<file path="config.mk">
export PLATFORM = sky130hd
export DESIGN_NAME = audio_packet_fifo_rate_feedback_flat
export DESIGN_NICKNAME = d
export VERILOG_FILES = /design/src/rtl/core/afrf_pkg.sv /design/src/rtl/core/afrf_if.sv /design/src/rtl/core/audio_packet_fifo_rate_feedback.sv /design/src/rtl/core/afrf_slot_mem.sv /design/src/rtl/core/afrf_ring_ctrl.sv /design/src/flat_wrapper.sv
export SDC_FILE = /design/constraint.sdc
export NUM_CORES = 1
export LEC_CHECK = 0
export ABC_AREA = 1
export BUFFER_PORTS_ARGS = -buffer_cell sky130_fd_sc_hd__buf_4
export CAP_MARGIN = 15
export CORE_MARGIN = 8
export CORE_UTILIZATION = 60
export CTS_CLUSTER_DIAMETER = 100
export DETAILED_ROUTE_END_ITERATION = 10
export GPL_ROUTABILITY_DRIVEN = 0
export PLACE_DENSITY_LB_ADDON = 0.2
export SYNTH_ARGS = -nofsm -noshare
export SYNTH_HDL_FRONTEND = slang
export SYNTH_SLANG_ARGS = --single-unit
</file>
<file path="constraint.sdc">
create_clock -name clk -period 6.2 [get_ports clk]
set_input_delay 1.55 -clock clk [delete_from_list [all_inputs] [get_ports clk]]
set_output_delay 1.55 -clock clk [all_outputs]
set_load 0.005 [all_outputs]
</file>
<file path="src/rtl/core/afrf_pkg.sv">
// afrf_pkg: shared types and constants for the audio packet ring with rate feedback
// no dependencies; imported by all rtl/core modules

package afrf_pkg;

	localparam int SlotCountDef = 8;

	localparam logic [9:0] MaxPacketBytes = 10'd1023;
	localparam int         FracBits       = 14;
	localparam int         FracTenth      = 1638;

	localparam logic [23:0] Rate192k = 24'd192000;
	localparam logic [23:0] Rate176k = 24'd176400;
	localparam logic [23:0] Rate96k  = 24'd96000;
	localparam logic [23:0] Rate88k  = 24'd88200;
	localparam logic [23:0] Rate48k  = 24'd48000;
	localparam logic [23:0] Rate44k  = 24'd44100;

	typedef enum logic [2:0] {
		CMD_RX_PACKET = 3'd0,
		CMD_FETCH     = 3'd1,
		CMD_FEEDBACK  = 3'd2,
		CMD_START     = 3'd3,
		CMD_STOP      = 3'd4
	} afrf_cmd_t;

	typedef struct packed {
		logic [2:0]  slot_index;
		logic [9:0]  packet_length;
		logic        packet_valid;
		logic [21:0] feedback_value;
		logic        overflow_flag;
		logic        playback_started;
		logic        playback_stopped;
		logic [3:0]  fill_level;
	} afrf_result_t;

endpackage

</file>
<file path="src/rtl/core/afrf_if.sv">
// afrf_if: valid/ready channel interfaces for command words and result words
// no dependencies

interface afrf_in_if;
	logic       valid;
	logic       ready;
	logic [2:0] cmd;
	logic [9:0] rx_length;

	modport source (output valid, cmd, rx_length, input ready);
	modport sink   (input valid, cmd, rx_length, output ready);
endinterface

interface afrf_out_if;
	logic        valid;
	logic        ready;
	logic [2:0]  slot_index;
	logic [9:0]  packet_length;
	logic        packet_valid;
	logic [21:0] feedback_value;
	logic        overflow_flag;
	logic        playback_started;
	logic        playback_stopped;
	logic [3:0]  fill_level;

	modport source (output valid, slot_index, packet_length, packet_valid, feedback_value,
		overflow_flag, playback_started, playback_stopped, fill_level, input ready);
	modport sink   (input valid, slot_index, packet_length, packet_valid, feedback_value,
		overflow_flag, playback_started, playback_stopped, fill_level, output ready);
endinterface

</file>
<file path="src/rtl/core/audio_packet_fifo_rate_feedback.sv">
// audio_packet_fifo_rate_feedback: top level of the packet slot ring with rate feedback
// depends on afrf_pkg, afrf_if, afrf_slot_mem and afrf_ring_ctrl
//
// usage
//  - cmd_ch carries command words (cmd, rx_length); res_ch returns one result word
//    per command word, in order
//  - cfg_we/cfg_wdata write the sample rate in hertz; write only while the block is idle
//  - a command word is accepted on an edge with cmd_ch valid and ready both high
//  - the command stage and the output register lie between acceptance and res_ch
//  - a new command word is not taken while the previous one is in the command stage;
//    the slot memory's registered read sits between acceptance and the pointer update,
//    and the next word is taken only after that update
//  - res_ch has an output register: a new word is taken while the previous result
//    is being handed off, so a receiver that takes every result at once does not
//    slow the command words
//  - when the receiver stalls, the result is held and cmd_ch ready drops until
//    the result is taken
//  - reset: ring empty, pointers zero, flags clear, sample rate zero; the slot
//    memory is not cleared, since a slot is only read after it has been written

module audio_packet_fifo_rate_feedback
	import afrf_pkg::*;
#(
	parameter int SLOT_COUNT = SlotCountDef,
	localparam int IdxW = (SLOT_COUNT > 1) ? $clog2(SLOT_COUNT) : 1
) (
	input  logic        clk,
	input  logic        arst_n,
	input  logic        cfg_we,
	input  logic [23:0] cfg_wdata,
	afrf_in_if.sink     cmd_ch,
	afrf_out_if.source  res_ch
);

	logic            accept;
	logic            busy;
	logic            res_valid;
	afrf_result_t    res;
	afrf_result_t    res_q;
	logic            out_v_q;
	logic            mem_we, mem_re;
	logic [IdxW-1:0] mem_waddr, mem_raddr;
	logic [9:0]      mem_wdata, mem_rdata;

	// take a word only with nothing in flight and the output register free or draining
	assign cmd_ch.ready = !busy && (!out_v_q || res_ch.ready);
	assign accept       = cmd_ch.valid && cmd_ch.ready;

	afrf_ring_ctrl #(
		.SLOT_COUNT(SLOT_COUNT)
	) u_ctrl (
		.clk       (clk),
		.arst_n    (arst_n),
		.cfg_we    (cfg_we),
		.cfg_wdata (cfg_wdata),
		.accept    (accept),
		.cmd       (cmd_ch.cmd),
		.rx_length (cmd_ch.rx_length),
		.busy      (busy),
		.res_valid (res_valid),
		.res       (res),
		.mem_we    (mem_we),
		.mem_waddr (mem_waddr),
		.mem_wdata (mem_wdata),
		.mem_re    (mem_re),
		.mem_raddr (mem_raddr),
		.mem_rdata (mem_rdata)
	);

	afrf_slot_mem #(
		.SLOT_COUNT(SLOT_COUNT)
	) u_mem (
		.clk   (clk),
		.we    (mem_we),
		.waddr (mem_waddr),
		.wdata (mem_wdata),
		.re    (mem_re),
		.raddr (mem_raddr),
		.rdata (mem_rdata)
	);

	// output register: loads only when empty, which the ready rule guarantees
	always_ff @(posedge clk or negedge arst_n) begin
		if (!arst_n) begin
			out_v_q <= 1'b0;
		end else if (res_valid) begin
			out_v_q <= 1'b1;
		end else if (res_ch.ready) begin
			out_v_q <= 1'b0;
		end
	end

	always_ff @(posedge clk) begin
		if (res_valid) begin
			res_q <= res;
		end
	end

	assign res_ch.valid            = out_v_q;
	assign res_ch.slot_index       = res_q.slot_index;
	assign res_ch.packet_length    = res_q.packet_length;
	assign res_ch.packet_valid     = res_q.packet_valid;
	assign res_ch.feedback_value   = res_q.feedback_value;
	assign res_ch.overflow_flag    = res_q.overflow_flag;
	assign res_ch.playback_started = res_q.playback_started;
	assign res_ch.playback_stopped = res_q.playback_stopped;
	assign res_ch.fill_level       = res_q.fill_level;

endmodule

</file>
<file path="src/rtl/core/afrf_slot_mem.sv">
// afrf_slot_mem: packet length store, one write and one registered read port
// depends on afrf_pkg

module afrf_slot_mem
	import afrf_pkg::*;
#(
	parameter int SLOT_COUNT = SlotCountDef,
	localparam int IdxW = (SLOT_COUNT > 1) ? $clog2(SLOT_COUNT) : 1
) (
	input  logic            clk,
	input  logic            we,
	input  logic [IdxW-1:0] waddr,
	input  logic [9:0]      wdata,
	input  logic            re,
	input  logic [IdxW-1:0] raddr,
	output logic [9:0]      rdata
);

	logic [9:0] mem_q [SLOT_COUNT];

	always_ff @(posedge clk) begin
		if (we) begin
			mem_q[waddr] <= wdata;
		end
	end

	always_ff @(posedge clk) begin
		if (re) begin
			rdata <= mem_q[raddr];
		end
	end

endmodule

</file>
<file path="src/rtl/core/afrf_ring_ctrl.sv">
// afrf_ring_ctrl: ring pointers, fill count, flags, rate feedback and command stage
// depends on afrf_pkg; drives the afrf_slot_mem ports

module afrf_ring_ctrl
	import afrf_pkg::*;
#(
	parameter int SLOT_COUNT = SlotCountDef,
	localparam int IdxW = (SLOT_COUNT > 1) ? $clog2(SLOT_COUNT) : 1,
	localparam int CntW = $clog2(SLOT_COUNT + 1)
) (
	input  logic            clk,
	input  logic            arst_n,
	input  logic            cfg_we,
	input  logic [23:0]     cfg_wdata,
	input  logic            accept,
	input  logic [2:0]      cmd,
	input  logic [9:0]      rx_length,
	output logic            busy,
	output logic            res_valid,
	output afrf_result_t    res,
	output logic            mem_we,
	output logic [IdxW-1:0] mem_waddr,
	output logic [9:0]      mem_wdata,
	output logic            mem_re,
	output logic [IdxW-1:0] mem_raddr,
	input  logic [9:0]      mem_rdata
);

	localparam logic [CntW-1:0] FullCnt = CntW'(SLOT_COUNT);
	localparam logic [CntW-1:0] HiMark  = CntW'(SLOT_COUNT / 2 + 1);
	localparam logic [CntW-1:0] LoMark  = CntW'(SLOT_COUNT / 2 - 1);

	logic [23:0]     rate_q;
	logic [IdxW-1:0] rd_q, wr_q, rd_d, wr_d;
	logic [CntW-1:0] held_q, held_d;
	logic            rd_rdy_q, wr_rdy_q, ovf_q, play_q;
	logic            rd_rdy_d, wr_rdy_d, ovf_d, play_d;
	logic            v_s1;
	logic [2:0]      cmd_s1;
	logic [9:0]      len_s1;
	logic [9:0]      len_sat;
	logic [IdxW-1:0] slot;
	logic [7:0]      whole;
	logic [13:0]     frac;
	logic            known;
	logic [21:0]     fb;

	function automatic logic [IdxW-1:0] idx_inc(input logic [IdxW-1:0] idx);
		return (idx == IdxW'(SLOT_COUNT - 1)) ? '0 : idx + 1'b1;
	endfunction

	// nominal rate lookup and fill-based trim
	always_comb begin
		known = 1'b1;
		whole = 8'd0;
		frac  = 14'd0;
		case (rate_q)
			Rate192k: begin whole = 8'd192; frac = 14'(0 * FracTenth); end
			Rate176k: begin whole = 8'd176; frac = 14'(4 * FracTenth); end
			Rate96k:  begin whole = 8'd96;  frac = 14'(0 * FracTenth); end
			Rate88k:  begin whole = 8'd88;  frac = 14'(2 * FracTenth); end
			Rate48k:  begin whole = 8'd48;  frac = 14'(0 * FracTenth); end
			Rate44k:  begin whole = 8'd44;  frac = 14'(1 * FracTenth); end
			default:  known = 1'b0;
		endcase
		if (held_q > HiMark) begin
			whole = whole - 8'd1;
		end else if (held_q < LoMark) begin
			whole = whole + 8'd1;
		end
		fb = known ? {whole, frac} : 22'd0;
	end

	assign len_sat = (len_s1 > MaxPacketBytes) ? MaxPacketBytes : len_s1;

	always_comb begin
		rd_d     = rd_q;
		wr_d     = wr_q;
		held_d   = held_q;
		rd_rdy_d = rd_rdy_q;
		wr_rdy_d = wr_rdy_q;
		ovf_d    = ovf_q;
		play_d   = play_q;
		mem_we   = 1'b0;
		res      = '0;
		slot     = wr_q;
		unique case (cmd_s1)
			CMD_RX_PACKET: begin
				if (len_sat != 10'd0) begin
					if (wr_rdy_q) begin
						mem_we   = v_s1;
						wr_d     = idx_inc(wr_q);
						held_d   = held_q + 1'b1;
						rd_rdy_d = 1'b1;
						wr_rdy_d = (idx_inc(wr_q) != rd_q);
					end else begin
						ovf_d = 1'b1;
					end
				end
				if (held_d != '0) begin
					res.playback_started = !play_q;
					play_d               = 1'b1;
				end
				slot = wr_d;
			end
			CMD_FETCH: begin
				slot = rd_q;
				if (rd_rdy_q) begin
					res.packet_length = mem_rdata;
					res.packet_valid  = 1'b1;
					rd_d              = idx_inc(rd_q);
					held_d            = held_q - 1'b1;
					wr_rdy_d          = 1'b1;
					rd_rdy_d          = (wr_q != idx_inc(rd_q));
				end
			end
			CMD_FEEDBACK: begin
				res.feedback_value = fb;
			end
			CMD_START, CMD_STOP: begin
				if (cmd_s1 == CMD_STOP) begin
					res.playback_stopped = play_q;
					play_d               = 1'b0;
				end
				rd_d     = '0;
				wr_d     = '0;
				held_d   = '0;
				rd_rdy_d = 1'b0;
				wr_rdy_d = 1'b1;
				ovf_d    = 1'b0;
				slot     = '0;
			end
			default: ;
		endcase
		res.slot_index    = 3'(slot);
		res.overflow_flag = ovf_d;
		res.fill_level    = 4'(held_d);
	end

	assign mem_waddr = wr_q;
	assign mem_wdata = len_sat;
	assign mem_re    = accept;
	assign mem_raddr = rd_q;
	assign busy      = v_s1;
	assign res_valid = v_s1;

	always_ff @(posedge clk or negedge arst_n) begin
		if (!arst_n) begin
			rate_q <= '0;
		end else if (cfg_we) begin
			rate_q <= cfg_wdata;
		end
	end

	always_ff @(posedge clk or negedge arst_n) begin
		if (!arst_n) begin
			v_s1 <= 1'b0;
		end else begin
			v_s1 <= accept;
		end
	end

	always_ff @(posedge clk) begin
		if (accept) begin
			cmd_s1 <= cmd;
			len_s1 <= rx_length;
		end
	end

	always_ff @(posedge clk or negedge arst_n) begin
		if (!arst_n) begin
			rd_q     <= '0;
			wr_q     <= '0;
			held_q   <= '0;
			rd_rdy_q <= 1'b0;
			wr_rdy_q <= 1'b1;
			ovf_q    <= 1'b0;
			play_q   <= 1'b0;
		end else if (v_s1) begin
			rd_q     <= rd_d;
			wr_q     <= wr_d;
			held_q   <= held_d;
			rd_rdy_q <= rd_rdy_d;
			wr_rdy_q <= wr_rdy_d;
			ovf_q    <= ovf_d;
			play_q   <= play_d;
		end
	end

	a_held_bound: assert property (@(posedge clk) disable iff (!arst_n)
		held_q <= FullCnt)
		else $error("fill count above ring depth");

	a_rd_rdy: assert property (@(posedge clk) disable iff (!arst_n)
		rd_rdy_q == (held_q != '0))
		else $error("read ready out of step with fill count");

	a_wr_rdy: assert property (@(posedge clk) disable iff (!arst_n)
		wr_rdy_q == (held_q != FullCnt))
		else $error("write ready out of step with fill count");

	a_no_overlap: assert property (@(posedge clk) disable iff (!arst_n)
		accept |-> !v_s1)
		else $error("word accepted while previous word in flight");

	a_write_in_stage: assert property (@(posedge clk) disable iff (!arst_n)
		mem_we |-> (v_s1 && wr_rdy_q && !rd_rdy_d == 1'b0))
		else $error("slot write outside a receive with free slot");

endmodule
</file>
<file path="src/flat_wrapper.sv">
// flat-port wrapper written by rule: the top's interface ports become plain ports
module audio_packet_fifo_rate_feedback_flat import afrf_pkg::*;
#(
	parameter int SLOT_COUNT = SlotCountDef,
	localparam int IdxW = (SLOT_COUNT > 1) ? $clog2(SLOT_COUNT) : 1
)
  (clk, arst_n, cfg_we, cfg_wdata, cmd_ch_valid, cmd_ch_cmd, cmd_ch_rx_length, cmd_ch_ready, res_ch_valid, res_ch_slot_index, res_ch_packet_length, res_ch_packet_valid, res_ch_feedback_value, res_ch_overflow_flag, res_ch_playback_started, res_ch_playback_stopped, res_ch_fill_level, res_ch_ready);
  afrf_in_if cmd_ch_i ();
  afrf_out_if res_ch_i ();
  input  logic clk;
  input  logic arst_n;
  input  logic cfg_we;
  input  logic [23:0] cfg_wdata;
  input wire logic [$bits(cmd_ch_i.valid)-1:0] cmd_ch_valid;
  input wire logic [$bits(cmd_ch_i.cmd)-1:0] cmd_ch_cmd;
  input wire logic [$bits(cmd_ch_i.rx_length)-1:0] cmd_ch_rx_length;
  output wire logic [$bits(cmd_ch_i.ready)-1:0] cmd_ch_ready;
  output wire logic [$bits(res_ch_i.valid)-1:0] res_ch_valid;
  output wire logic [$bits(res_ch_i.slot_index)-1:0] res_ch_slot_index;
  output wire logic [$bits(res_ch_i.packet_length)-1:0] res_ch_packet_length;
  output wire logic [$bits(res_ch_i.packet_valid)-1:0] res_ch_packet_valid;
  output wire logic [$bits(res_ch_i.feedback_value)-1:0] res_ch_feedback_value;
  output wire logic [$bits(res_ch_i.overflow_flag)-1:0] res_ch_overflow_flag;
  output wire logic [$bits(res_ch_i.playback_started)-1:0] res_ch_playback_started;
  output wire logic [$bits(res_ch_i.playback_stopped)-1:0] res_ch_playback_stopped;
  output wire logic [$bits(res_ch_i.fill_level)-1:0] res_ch_fill_level;
  input wire logic [$bits(res_ch_i.ready)-1:0] res_ch_ready;
  assign cmd_ch_i.valid = cmd_ch_valid;
  assign cmd_ch_i.cmd = cmd_ch_cmd;
  assign cmd_ch_i.rx_length = cmd_ch_rx_length;
  assign cmd_ch_ready = cmd_ch_i.ready;
  assign res_ch_valid = res_ch_i.valid;
  assign res_ch_slot_index = res_ch_i.slot_index;
  assign res_ch_packet_length = res_ch_i.packet_length;
  assign res_ch_packet_valid = res_ch_i.packet_valid;
  assign res_ch_feedback_value = res_ch_i.feedback_value;
  assign res_ch_overflow_flag = res_ch_i.overflow_flag;
  assign res_ch_playback_started = res_ch_i.playback_started;
  assign res_ch_playback_stopped = res_ch_i.playback_stopped;
  assign res_ch_fill_level = res_ch_i.fill_level;
  assign res_ch_i.ready = res_ch_ready;
  audio_packet_fifo_rate_feedback #(.SLOT_COUNT(SLOT_COUNT)) u_core (.clk(clk), .arst_n(arst_n), .cfg_we(cfg_we), .cfg_wdata(cfg_wdata), .cmd_ch(cmd_ch_i), .res_ch(res_ch_i));
endmodule
</file>
==> out/results.ini, run 1 <==
[outcome]
run_status = completed

[route]
vias_per_cell = 5.45
drc_errors = 0
detail_route.wirelength_um = 15400
ant_nets = 0
dr.first_iter.drc_count = 600
vias = 5285
detail_route.wl_per_cell_um = 15.9
dr.pass1.iters = 8

[worst_hold_path]
cell_count_of_the_worst_hold_path = 2
hold_class = flop to flop
worst_hold_path.endpoint = u_core.u_ctrl.play_q
hold_path_startpoint = u_core.u_ctrl.play_q

[global_routing]
first_pass_grt_wire_length_um = 24700
globalRouteTotalUtil_pct = 19.0
overflow = 0
first_global_vias = 5188
initial_antenna_violation_count = 0
grt_max_degree = 46

[floorplan]
start_util_pct = 61.6
coreArea_sq_mm = 0.0126
die_x_um = 130
floorplan.die.height_um = 130
dieArea_sq_mm = 0.0169
io_pins = 87
placementRows = 41

[synthesis]
synth.yosys.seq_area_share_pct = 65.4
syn_area_sq_mm = 0.00778
postSynthAreaPerCell_sq_um = 10.8
synth-seq-cells = 176
synth_warnings = 0
netlist_instances = 719
synth.distinct_cells = 36

[layout]
final-instance-count-excl-fill = 969
drive_gt1_share_pct = 22.3
n_antenna_cell = 0
area.growth.synth_to_final_pct = 17.3
finish.utilization_pct = 72.3
design.final.nets = 834
fillCellCount = 873

[timing]
worst_slew_margin_rel_pct = 35.1
period_needed_ns = 3.51
finClkSkew_ns = 0.0146
slew_viol_final = 0
finalHoldViolations = 0
timing.final.crit_share_pct = 56.6
maxClockFrequency_mhz = 285
setup_viol = 0
setup-tns-final_ns = 0
grt_setup_unrepaired = no
tightest_slew_ns = 0.969
fin_hold_ws_ns = 0.473

[clock_network]
cts-buffers-inserted = 17
htree_num_levels = 4
clock-sinks = 176
tritoncts_clock_tree = built
cts.repair_timing.setup_buffer_count = 0
post_cts_resized = 0
post_cts_hold_buffer_count = 0
cts_max_path_buffers = 2
cts.clk_slew.worst_paths_ns = 0.07
clk-insertion-delay-late_ns = 0.44
ctsRootBufferMaster = sky130_fd_sc_hd__clkbuf_16

[placement]
numPlacedInstances = 935
io_buffers = 84
dp.final_hpwl_um = 10500

[worst_setup_path]
cp_max_fo = 2
arrival_ns = 1.96
reg2regPathDepth = 8
setup.worst_path.start_class = input pin
worst_r2r_endpoint = u_core.u_mem.mem_q[1][3]
cp-end-kind = primary output
crit_required_ns = 4.65
regToRegStartpoint = u_core.u_ctrl.len_s1[3]
worst-setup-path-type = input pin to primary output
timing.reg2reg.setup_slack_ns = 3.60

[power]
powerDensity_mw_per_mm2 = 373
vdd.ir_drop.worst_v = 0.000290
power.static_leakage_nw = 3.59

[run]
timing.max_cap.violations = 0

[per-layer routing]
metal / share of wire (%) / GRT usage (%)
met1: 42 / 23.0
met2: 48 / 31.2
met3: 9.0 / 6.69
met4: 1.2 / 6.69
met5: 0 / 0
[worst max-delay path, stage by stage]
cell	delay, ns
sky130_fd_sc_hd__buf_4	0.07
sky130_fd_sc_hd__inv_1	0.03
sky130_fd_sc_hd__a21oi_1	0.16
sky130_fd_sc_hd__buf_4	0.14
[final cells by class]
cell class	instances	area [sq um]	share of cell area, %
sequential	176	5090	55.8
clock inverter	15	201	2.21
tap	172	215	2.36
timing repair buffer	90	703	7.71
inverter	65	246	2.70
clock buffer	17	425	4.66
multi-input combinational	434	2240	24.6
[stage by stage]
step                cell area, sq um  setup WS (ns)  total power, mW
floorplan                       7780           2.91             2.08
global placement                8450           2.71             2.27
finish                          9120           2.69             3.40
CTS                             9080           2.69             3.38
global route                    9120           2.61             3.57
detailed placement              8450           2.72             2.31
[cell usage in the layout, fill, tap and decap left out, types with 2 or more instances in the layout]
cell type	n
sky130_fd_sc_hd__buf_4	88
sky130_fd_sc_hd__o211ai_1	6
sky130_fd_sc_hd__a31oi_1	11
sky130_fd_sc_hd__nand4_1	8
sky130_fd_sc_hd__xnor2_1	2
sky130_fd_sc_hd__a21oi_2	5
sky130_fd_sc_hd__nand3_2	2
sky130_fd_sc_hd__nand2_1	98
sky130_fd_sc_hd__inv_1	55
sky130_fd_sc_hd__nor3_2	2
sky130_fd_sc_hd__ha_1	8
sky130_fd_sc_hd__nor2_1	138
sky130_fd_sc_hd__conb_1	2
sky130_fd_sc_hd__clkbuf_16	17
sky130_fd_sc_hd__o21ai_0	61
sky130_fd_sc_hd__xor2_1	5
sky130_fd_sc_hd__nor2_2	14
sky130_fd_sc_hd__nand3_1	21
sky130_fd_sc_hd__edfxtp_1	136
sky130_fd_sc_hd__o21ai_1	5
sky130_fd_sc_hd__a21oi_1	6
sky130_fd_sc_hd__inv_6	3
sky130_fd_sc_hd__nor2_4	4
sky130_fd_sc_hd__dfrtp_1	39
sky130_fd_sc_hd__inv_2	9
sky130_fd_sc_hd__clkinv_8	8
sky130_fd_sc_hd__inv_8	4
sky130_fd_sc_hd__mux2_2	13
sky130_fd_sc_hd__o22ai_1	13
sky130_fd_sc_hd__nor3_1	4
sky130_fd_sc_hd__nand3_4	2
[report_power, final]
| group | switching (mW) | total, mW | internal, mW |
|---|---|---|---|
| logic | 0.509 | 0.808 | 0.298 |
| registers | 0.109 | 1.52 | 1.41 |
| clock network | 0.522 | 1.08 | 0.554 |
[Yosys cell counts (all sizes together)]
cell	instances	area share (%)
xor2	5	0.56
a31oi	11	0.88
ha	8	1.3
o21ai	66	4.2
inv	65	3.2
buf	17	1.4
edfxtp	136	53
clkbuf	28	1.4
a21oi	11	0.95
o31ai	1	0.27
o21bai	1	0.097
nor2	156	8.3
dfstp	1	0.34
o32ai	1	0.21
mux2	13	1.9
nand3	25	2.1
dfrtp	39	13
o211ai	6	0.58
conb	1	0.048
nand4	8	0.64
nand2	98	4.7
xnor2	2	0.23
o22ai	13	1.0
nor3	7	0.60
[kinds of logic (layout without fill, tap and decap cells)]
| family | Yosys count | in the layout | synth area share [%] |
|---|---|---|---|
| fa+ha+maj | 8 | 8 | 1.29 |
| compound gates | 110 | 110 | 8.29 |
| other cells | 1 | 2 | 0.0482 |
| buf+inv | 110 | 187 | 5.95 |
| simple gates | 294 | 294 | 16.4 |
| flops | 176 | 176 | 65.4 |
| mux | 13 | 13 | 1.88 |
| xor+xnor | 7 | 7 | 0.788 |
[sequential cells by signal (all words and copies together) (netlist names)]
signal                          flops
u_core.res_ch.feedback_value       12
u_core.res_ch.fill_level            4
u_core.res_ch.overflow_flag         1
u_core.res_ch.packet_length        10
u_core.res_ch.packet_valid          1
u_core.res_ch.playback_started      1
u_core.res_ch.playback_stopped      1
u_core.res_ch.slot_index            3
u_core.res_ch.valid                 1
u_core.u_ctrl.busy                  1
u_core.u_ctrl.cmd_s1                3
u_core.u_ctrl.held_q                4
u_core.u_ctrl.len_s1               10
u_core.u_ctrl.mem_raddr             3
u_core.u_ctrl.mem_waddr             3
u_core.u_ctrl.ovf_q                 1
u_core.u_ctrl.play_q                1
u_core.u_ctrl.rate_q               24
u_core.u_ctrl.rd_rdy_q              1
u_core.u_ctrl.wr_rdy_q              1
u_core.u_mem.mem_q                 80
u_core.u_mem.rdata                 10
[worst max path at each step]
stage                      start            to  slack (ns)  depth (start not counted)
finish              res_ch_ready  cmd_ch_ready        2.69                          4
detailed placement  res_ch_ready  cmd_ch_ready        2.72                          4
floorplan           res_ch_ready  cmd_ch_ready        2.91                          2
global placement    res_ch_ready  cmd_ch_ready        2.71                          4
global route        res_ch_ready  cmd_ch_ready        2.61                          4
CTS                 res_ch_ready  cmd_ch_ready        2.69                          4
Power figures use the tool's default switching activity.
==> run 2, diff against run 1 <==
CORE_UTILIZATION = 53   (was 60)
clock period = 3.1 ns   (was 6.2 ns; I/O delays follow)
==> out/results.ini, run 2 (same netlist as run 1, synthesis figures left out) <==
[clock_network]
post_cts_hold_buffer_count = 0
cts.repair_timing.setup_buffer_count = 0
post_cts_resized = 0
ctsRootBufferMaster = sky130_fd_sc_hd__clkbuf_16
clk-insertion-delay-late_ns = 0.44
cts-buffers-inserted = 17
clock-sinks = 176
cts_max_path_buffers = 2
tritoncts_clock_tree = built
cts.clk_slew.worst_paths_ns = 0.07
htree_num_levels = 4

[power]
power.static_leakage_nw = 3.63
power.clock.fraction_pct = 32.8
powerDensity_mw_per_mm2 = 753
internal_power_mw = 4.65
total_switching_power_mw = 2.27
vdd.ir_drop.worst_v = 0.000531
switching_share_pct = 32.8
pwr-share-comb_pct = 23.2
seq_power_share_pct = 44.1

[worst_setup_path]
timing.critical_path.cells = a21oi_1, buf_4
crit_family = flip-flops
arrival_ns = 1.48
setup.worst_path.start_class = flop
timing.critical_path.slowest_cell_delay_ns = 0.62
worst-setup-path-type = flop to primary output
critical-path-slowest-cell = sky130_fd_sc_hd__dfrtp_2
cp_max_fo = 26
critical_path_buf_inv_count = 1
cp-end-kind = primary output
crit_required_ns = 2.32

[layout]
n_antenna_cell = 0
fillCellCount = 1167
most_frequent_cells_in_the_layout = sky130_fd_sc_hd__nor2_1 (138), sky130_fd_sc_hd__edfxtp_1 (136), sky130_fd_sc_hd__nand2_1 (98), sky130_fd_sc_hd__buf_4 (98), sky130_fd_sc_hd__o21ai_0 (61)
drive_gt1_share_pct = 23.0
area.growth.synth_to_final_pct = 18.0
largest_register_ffs = 80
layout.cells.most_common = sky130_fd_sc_hd__nor2_1
regMostFlops = u_core.u_mem.mem_q
design.final.nets = 842
finish.utilization_pct = 63.6

[route]
ant_nets = 0
detail_route.wl_per_cell_um = 16.7
dr.pass1.iters = 5
vias = 5264
drc_errors = 0
detail_route.wirelength_um = 16500
vias_per_cell = 5.32
dr.first_iter.drc_count = 472

[floorplan]
placementRows = 44
start_util_pct = 53.9
coreArea_sq_mm = 0.0144
io_pins = 87
floorplan.die.height_um = 137
die_x_um = 137
dieArea_sq_mm = 0.0188

[timing]
maxClockFrequency_mhz = 443
period_needed_ns = 2.25
tightest_slew_ns = 0.775
grt_setup_unrepaired = no
finalHoldViolations = 0
setup-tns-final_ns = 0
timing.final.crit_share_pct = 72.7
worst_slew_margin_rel_pct = 48.3
setup_viol = 0
finClkSkew_ns = 0.00994
slew_viol_final = 0

[global_routing]
overflow = 0
top_usage_layer = met2
grt.met1_usage_pct = 24.1
globalRouteTotalUtil_pct = 18.5
met2_routing_resource_usage_after_global_routing_pct = 28.5
first_global_vias = 5254
initial_antenna_violation_count = 0
grt_max_degree = 44
grt_met3_usage_pct = 5.80
first_pass_grt_wire_length_um = 26400

[placement]
io_buffers = 84
dp.final_hpwl_um = 11300

[outcome]
run_status = completed

[worst_hold_path]
hold_class = input pin to async pin

[run]
timing.max_cap.violations = 0

## run 2: layout make-up
cell class	count	area (sq um)	share of cell area, %
Clock inverter	15	219	2.39
Timing Repair Buffer	98	736	8.02
Sequential cell	176	5090	55.4
Tap cell	184	230	2.51
Clock buffer	17	425	4.63
Multi-Input combinational cell	434	2230	24.3
Inverter	65	246	2.69
## run 2: metrics by stage
stage | area [sq um] | setup WS, ns | cells | hold WS (ns) | power, mW
after global placement | 8530 | 1.08 | 957 | 0.455 | 4.61
after floorplan | 7780 | 0.481 | 720 | 0.441 | 4.17
final | 9180 | 0.845 | 989 | 0.315 | 6.91
after detailed placement | 8530 | 0.993 | 957 | 0.485 | 4.68
after CTS | 9180 | 0.817 | 989 | 0.334 | 6.94
after global routing | 9180 | 0.724 | 989 | 0.352 | 7.27
## run 2: path summary, 6_finish.rpt
check / startpoint / end / slack [ns] / depth (start not counted)
worst min-delay path: arst_n / u_core.u_ctrl.play_q / 0.32 / 1
worst max-delay path: u_core.u_ctrl.busy / cmd_ch_ready / 0.85 / 2
min in group clk: u_core.u_ctrl.play_q / u_core.u_ctrl.play_q / 0.49 / 2
worst max register to register: u_core.u_ctrl.len_s1[2] / u_core.u_mem.mem_q[5][8] / 0.96 / 9
worst min register to register: u_core.u_ctrl.play_q / u_core.u_ctrl.play_q / 0.49 / 2
max in group asynchronous: arst_n / u_core.u_ctrl.busy / 2.36 / 1
## run 2: power by group through the flow
stage	clock network, mW	logic, mW	registers (mW)
2_1_floorplan	0	1.20	2.97
3_3_place_gp	0	1.53	3.08
3_5_place_dp	0	1.58	3.09
4_1_cts	2.30	1.59	3.04
5_1_grt	2.41	1.78	3.08
6_report	2.26	1.60	3.05
## run 2: layer usage
layer | up-vias | wire length, um
li1 | 2575 | -
met1 | 2453 | 7210
met2 | 211 | 7610
met3 | 25 | 1440
met4 | 0 | 258
met5 | - | 0
==> run 3, diff against run 2 <==
clock period = 1.8 ns   (was 3.1 ns; I/O delays follow)
==> out/results.ini, run 3 (same netlist as run 1, synthesis figures left out) <==
[clock_network]
htree_num_levels = 4
ctsRootBufferMaster = sky130_fd_sc_hd__clkbuf_16
clk-insertion-delay-late_ns = 0.44
cts_max_path_buffers = 2
clock-sinks = 176
tritoncts_clock_tree = built
cts-buffers-inserted = 17
cts.clk_slew.worst_paths_ns = 0.07

[timing]
period_needed_ns = 1.91
maxClockFrequency_mhz = 522
setup_viol = 11
slew_viol_final = 0
grt_setup_unrepaired = yes
worst_slew_margin_rel_pct = 63.9
finalHoldViolations = 0
tightest_slew_ns = 0.541
finClkSkew_ns = 0.0122
timing.final.crit_share_pct = 106
post-route-worst-setup-slack_ns = -0.115

[layout]
design.final.nets = 915
drive_gt1_share_pct = 36.2
seq_cell_area_sq_mm = 0.00509
multi_input_comb_area_sq_mm = 0.00262
layout.cells.most_common = sky130_fd_sc_hd__buf_4
most_frequent_cells_in_the_layout = sky130_fd_sc_hd__buf_4 (157), sky130_fd_sc_hd__edfxtp_1 (136), sky130_fd_sc_hd__nor2_1 (112)
regMostFlops = u_core.u_mem.mem_q
finish.utilization_pct = 70.7
n_antenna_cell = 0
area.growth.synth_to_final_pct = 31.2
fillCellCount = 987
largest_register_ffs = 80

[floorplan]
placementRows = 44
die_x_um = 137
dieArea_sq_mm = 0.0188
io_pins = 87
start_util_pct = 53.9
coreArea_sq_mm = 0.0144
floorplan.die.height_um = 137

[power]
switching_share_pct = 33.0
seq_power_share_pct = 41.1
powerDensity_mw_per_mm2 = 1210
pwr-share-comb_pct = 28.7
post-layout-total-power_mw = 12.4
vdd.ir_drop.worst_v = 0.000783
power.clock.fraction_pct = 30.2
total_switching_power_mw = 4.09
internal_power_mw = 8.29
power.static_leakage_nw = 4.04

[placement]
dp.final_hpwl_um = 11200
io_buffers = 84

[global_routing]
first_pass_grt_wire_length_um = 26000
initial_antenna_violation_count = 0
globalRouteTotalUtil_pct = 17.9
grt_max_degree = 41
first_global_vias = 5290
overflow = 0

[worst_setup_path]
setup.worst_path.start_class = flop
cp_max_fo = 8
crit_required_ns = 2.09
arrival_ns = 2.20
timing.reg2reg.setup_slack_ns = -0.11
reg2regPathDepth = 10
cp-end-kind = flop
worst-setup-path-type = flop to flop

[route]
drc_errors = 0
dr.first_iter.drc_count = 631
dr.pass1.iters = 5
ant_nets = 0
detail_route.wl_per_cell_um = 16.0
detail_route.wirelength_um = 17000
vias = 5626
vias_per_cell = 5.30

[worst_hold_path]
cell_count_of_the_worst_hold_path = 1
hold_class = input pin to flop

[outcome]
run_status = complete, but fails checks
violations = negative setup slack

[run]
timing.max_cap.violations = 0

==> run 3: cell count changes in the layout (fill, tap and decap cells not counted), moves of 5 or more <==
cell                      delta
sky130_fd_sc_hd__nor2_4     +21
sky130_fd_sc_hd__nand3_1     -8
sky130_fd_sc_hd__nand2_2     +9
sky130_fd_sc_hd__inv_1       -5
sky130_fd_sc_hd__buf_12      +8
sky130_fd_sc_hd__nor2_2      +5
sky130_fd_sc_hd__nand2_1    -12
sky130_fd_sc_hd__inv_2       +5
sky130_fd_sc_hd__buf_4      +59
sky130_fd_sc_hd__nand3_4     +6
sky130_fd_sc_hd__nor2_1     -26
==> run 3: cell type report <==
type,count,area share [%]
well taps,184,2.26
inverters,65,2.44
clock buffers,17,4.17
repair buffers,171,13.8
flip-flops and latches,176,49.9
multi-input cells,434,25.6
clock inverters,15,1.80
==> run 3: timing repair <==
| action | 4_1_cts | 5_1_grt |
|---|---|---|
| endpoints found under the hold margin | 9 | 0 |
| buffers inserted | 14 | 14 |
| hold buffers | 1 | 0 |
| pin swaps | 15 | 22 |
| gates resized for setup | 14 | 72 |
| setup endpoints to repair | 52 | 97 |
==> run 3: path summary, 6_finish.rpt <==
| kind | startpoint | endpoint |
|---|---|---|
| max in group asynchronous | arst_n | u_core.u_ctrl.rate_q[10] |
| min reg2reg | u_core.u_ctrl.play_q | u_core.u_ctrl.play_q |
| min | cmd_ch_cmd[1] | u_core.u_ctrl.cmd_s1[1] |
| max | u_core.u_ctrl.rate_q[5] | u_core.res_ch.feedback_value[11] |
| max reg2reg | u_core.u_ctrl.rate_q[5] | u_core.res_ch.feedback_value[11] |
| min in group asynchronous | arst_n | u_core.u_ctrl.held_q[3] |
==> run 3: through the flow <==
stage	setup TNS (ns)	instance area, sq um	setup WS, ns	hold WS, ns	cells
global route	-3.14	10200	-0.180	0.162	1062
finish	-0.829	10200	-0.115	0.184	1062
floorplan	-4.24	7870	-0.0843	0.154	720
detailed placement	-2.20	9050	-0.0667	0.463	1003
global placement	-0.241	9050	-0.0176	0.454	1003
CTS	-0.211	9820	-0.0224	0.165	1050
==> run 3: routing by layer <==
metal / global-route usage [%] / routed length [um]
met4: 5.97 / 308
met5: 0 / 0
met1: 23.6 / 7280
met2: 28.2 / 8230
met3: 4.88 / 1230
==> run 3: critical path, stage by stage (launching register included) <==
cell                       delay (ns)
sky130_fd_sc_hd__dfrtp_1         0.40
sky130_fd_sc_hd__nor2_2          0.20
sky130_fd_sc_hd__nand2_1         0.12
sky130_fd_sc_hd__nor2_2          0.17
sky130_fd_sc_hd__nand3_4         0.11
sky130_fd_sc_hd__buf_6           0.15
sky130_fd_sc_hd__nand3_4         0.09
sky130_fd_sc_hd__nor2_4          0.05
sky130_fd_sc_hd__nor2_4          0.16
sky130_fd_sc_hd__clkinv_4        0.16
sky130_fd_sc_hd__a21oi_4         0.15
==> run 3: power by group through the flow <==
| stage | Clock [mW] | Sequential (mW) | Combinational, mW |
|---|---|---|---|
| final | 3.74 | 5.08 | 3.55 |
| after global routing | 3.95 | 5.12 | 3.93 |
| after CTS | 3.81 | 5.06 | 3.29 |
| after detailed placement | 0 | 5.15 | 3.20 |
| after global placement | 0 | 5.13 | 3.12 |
| after floorplan | 0 | 5.12 | 2.12 |
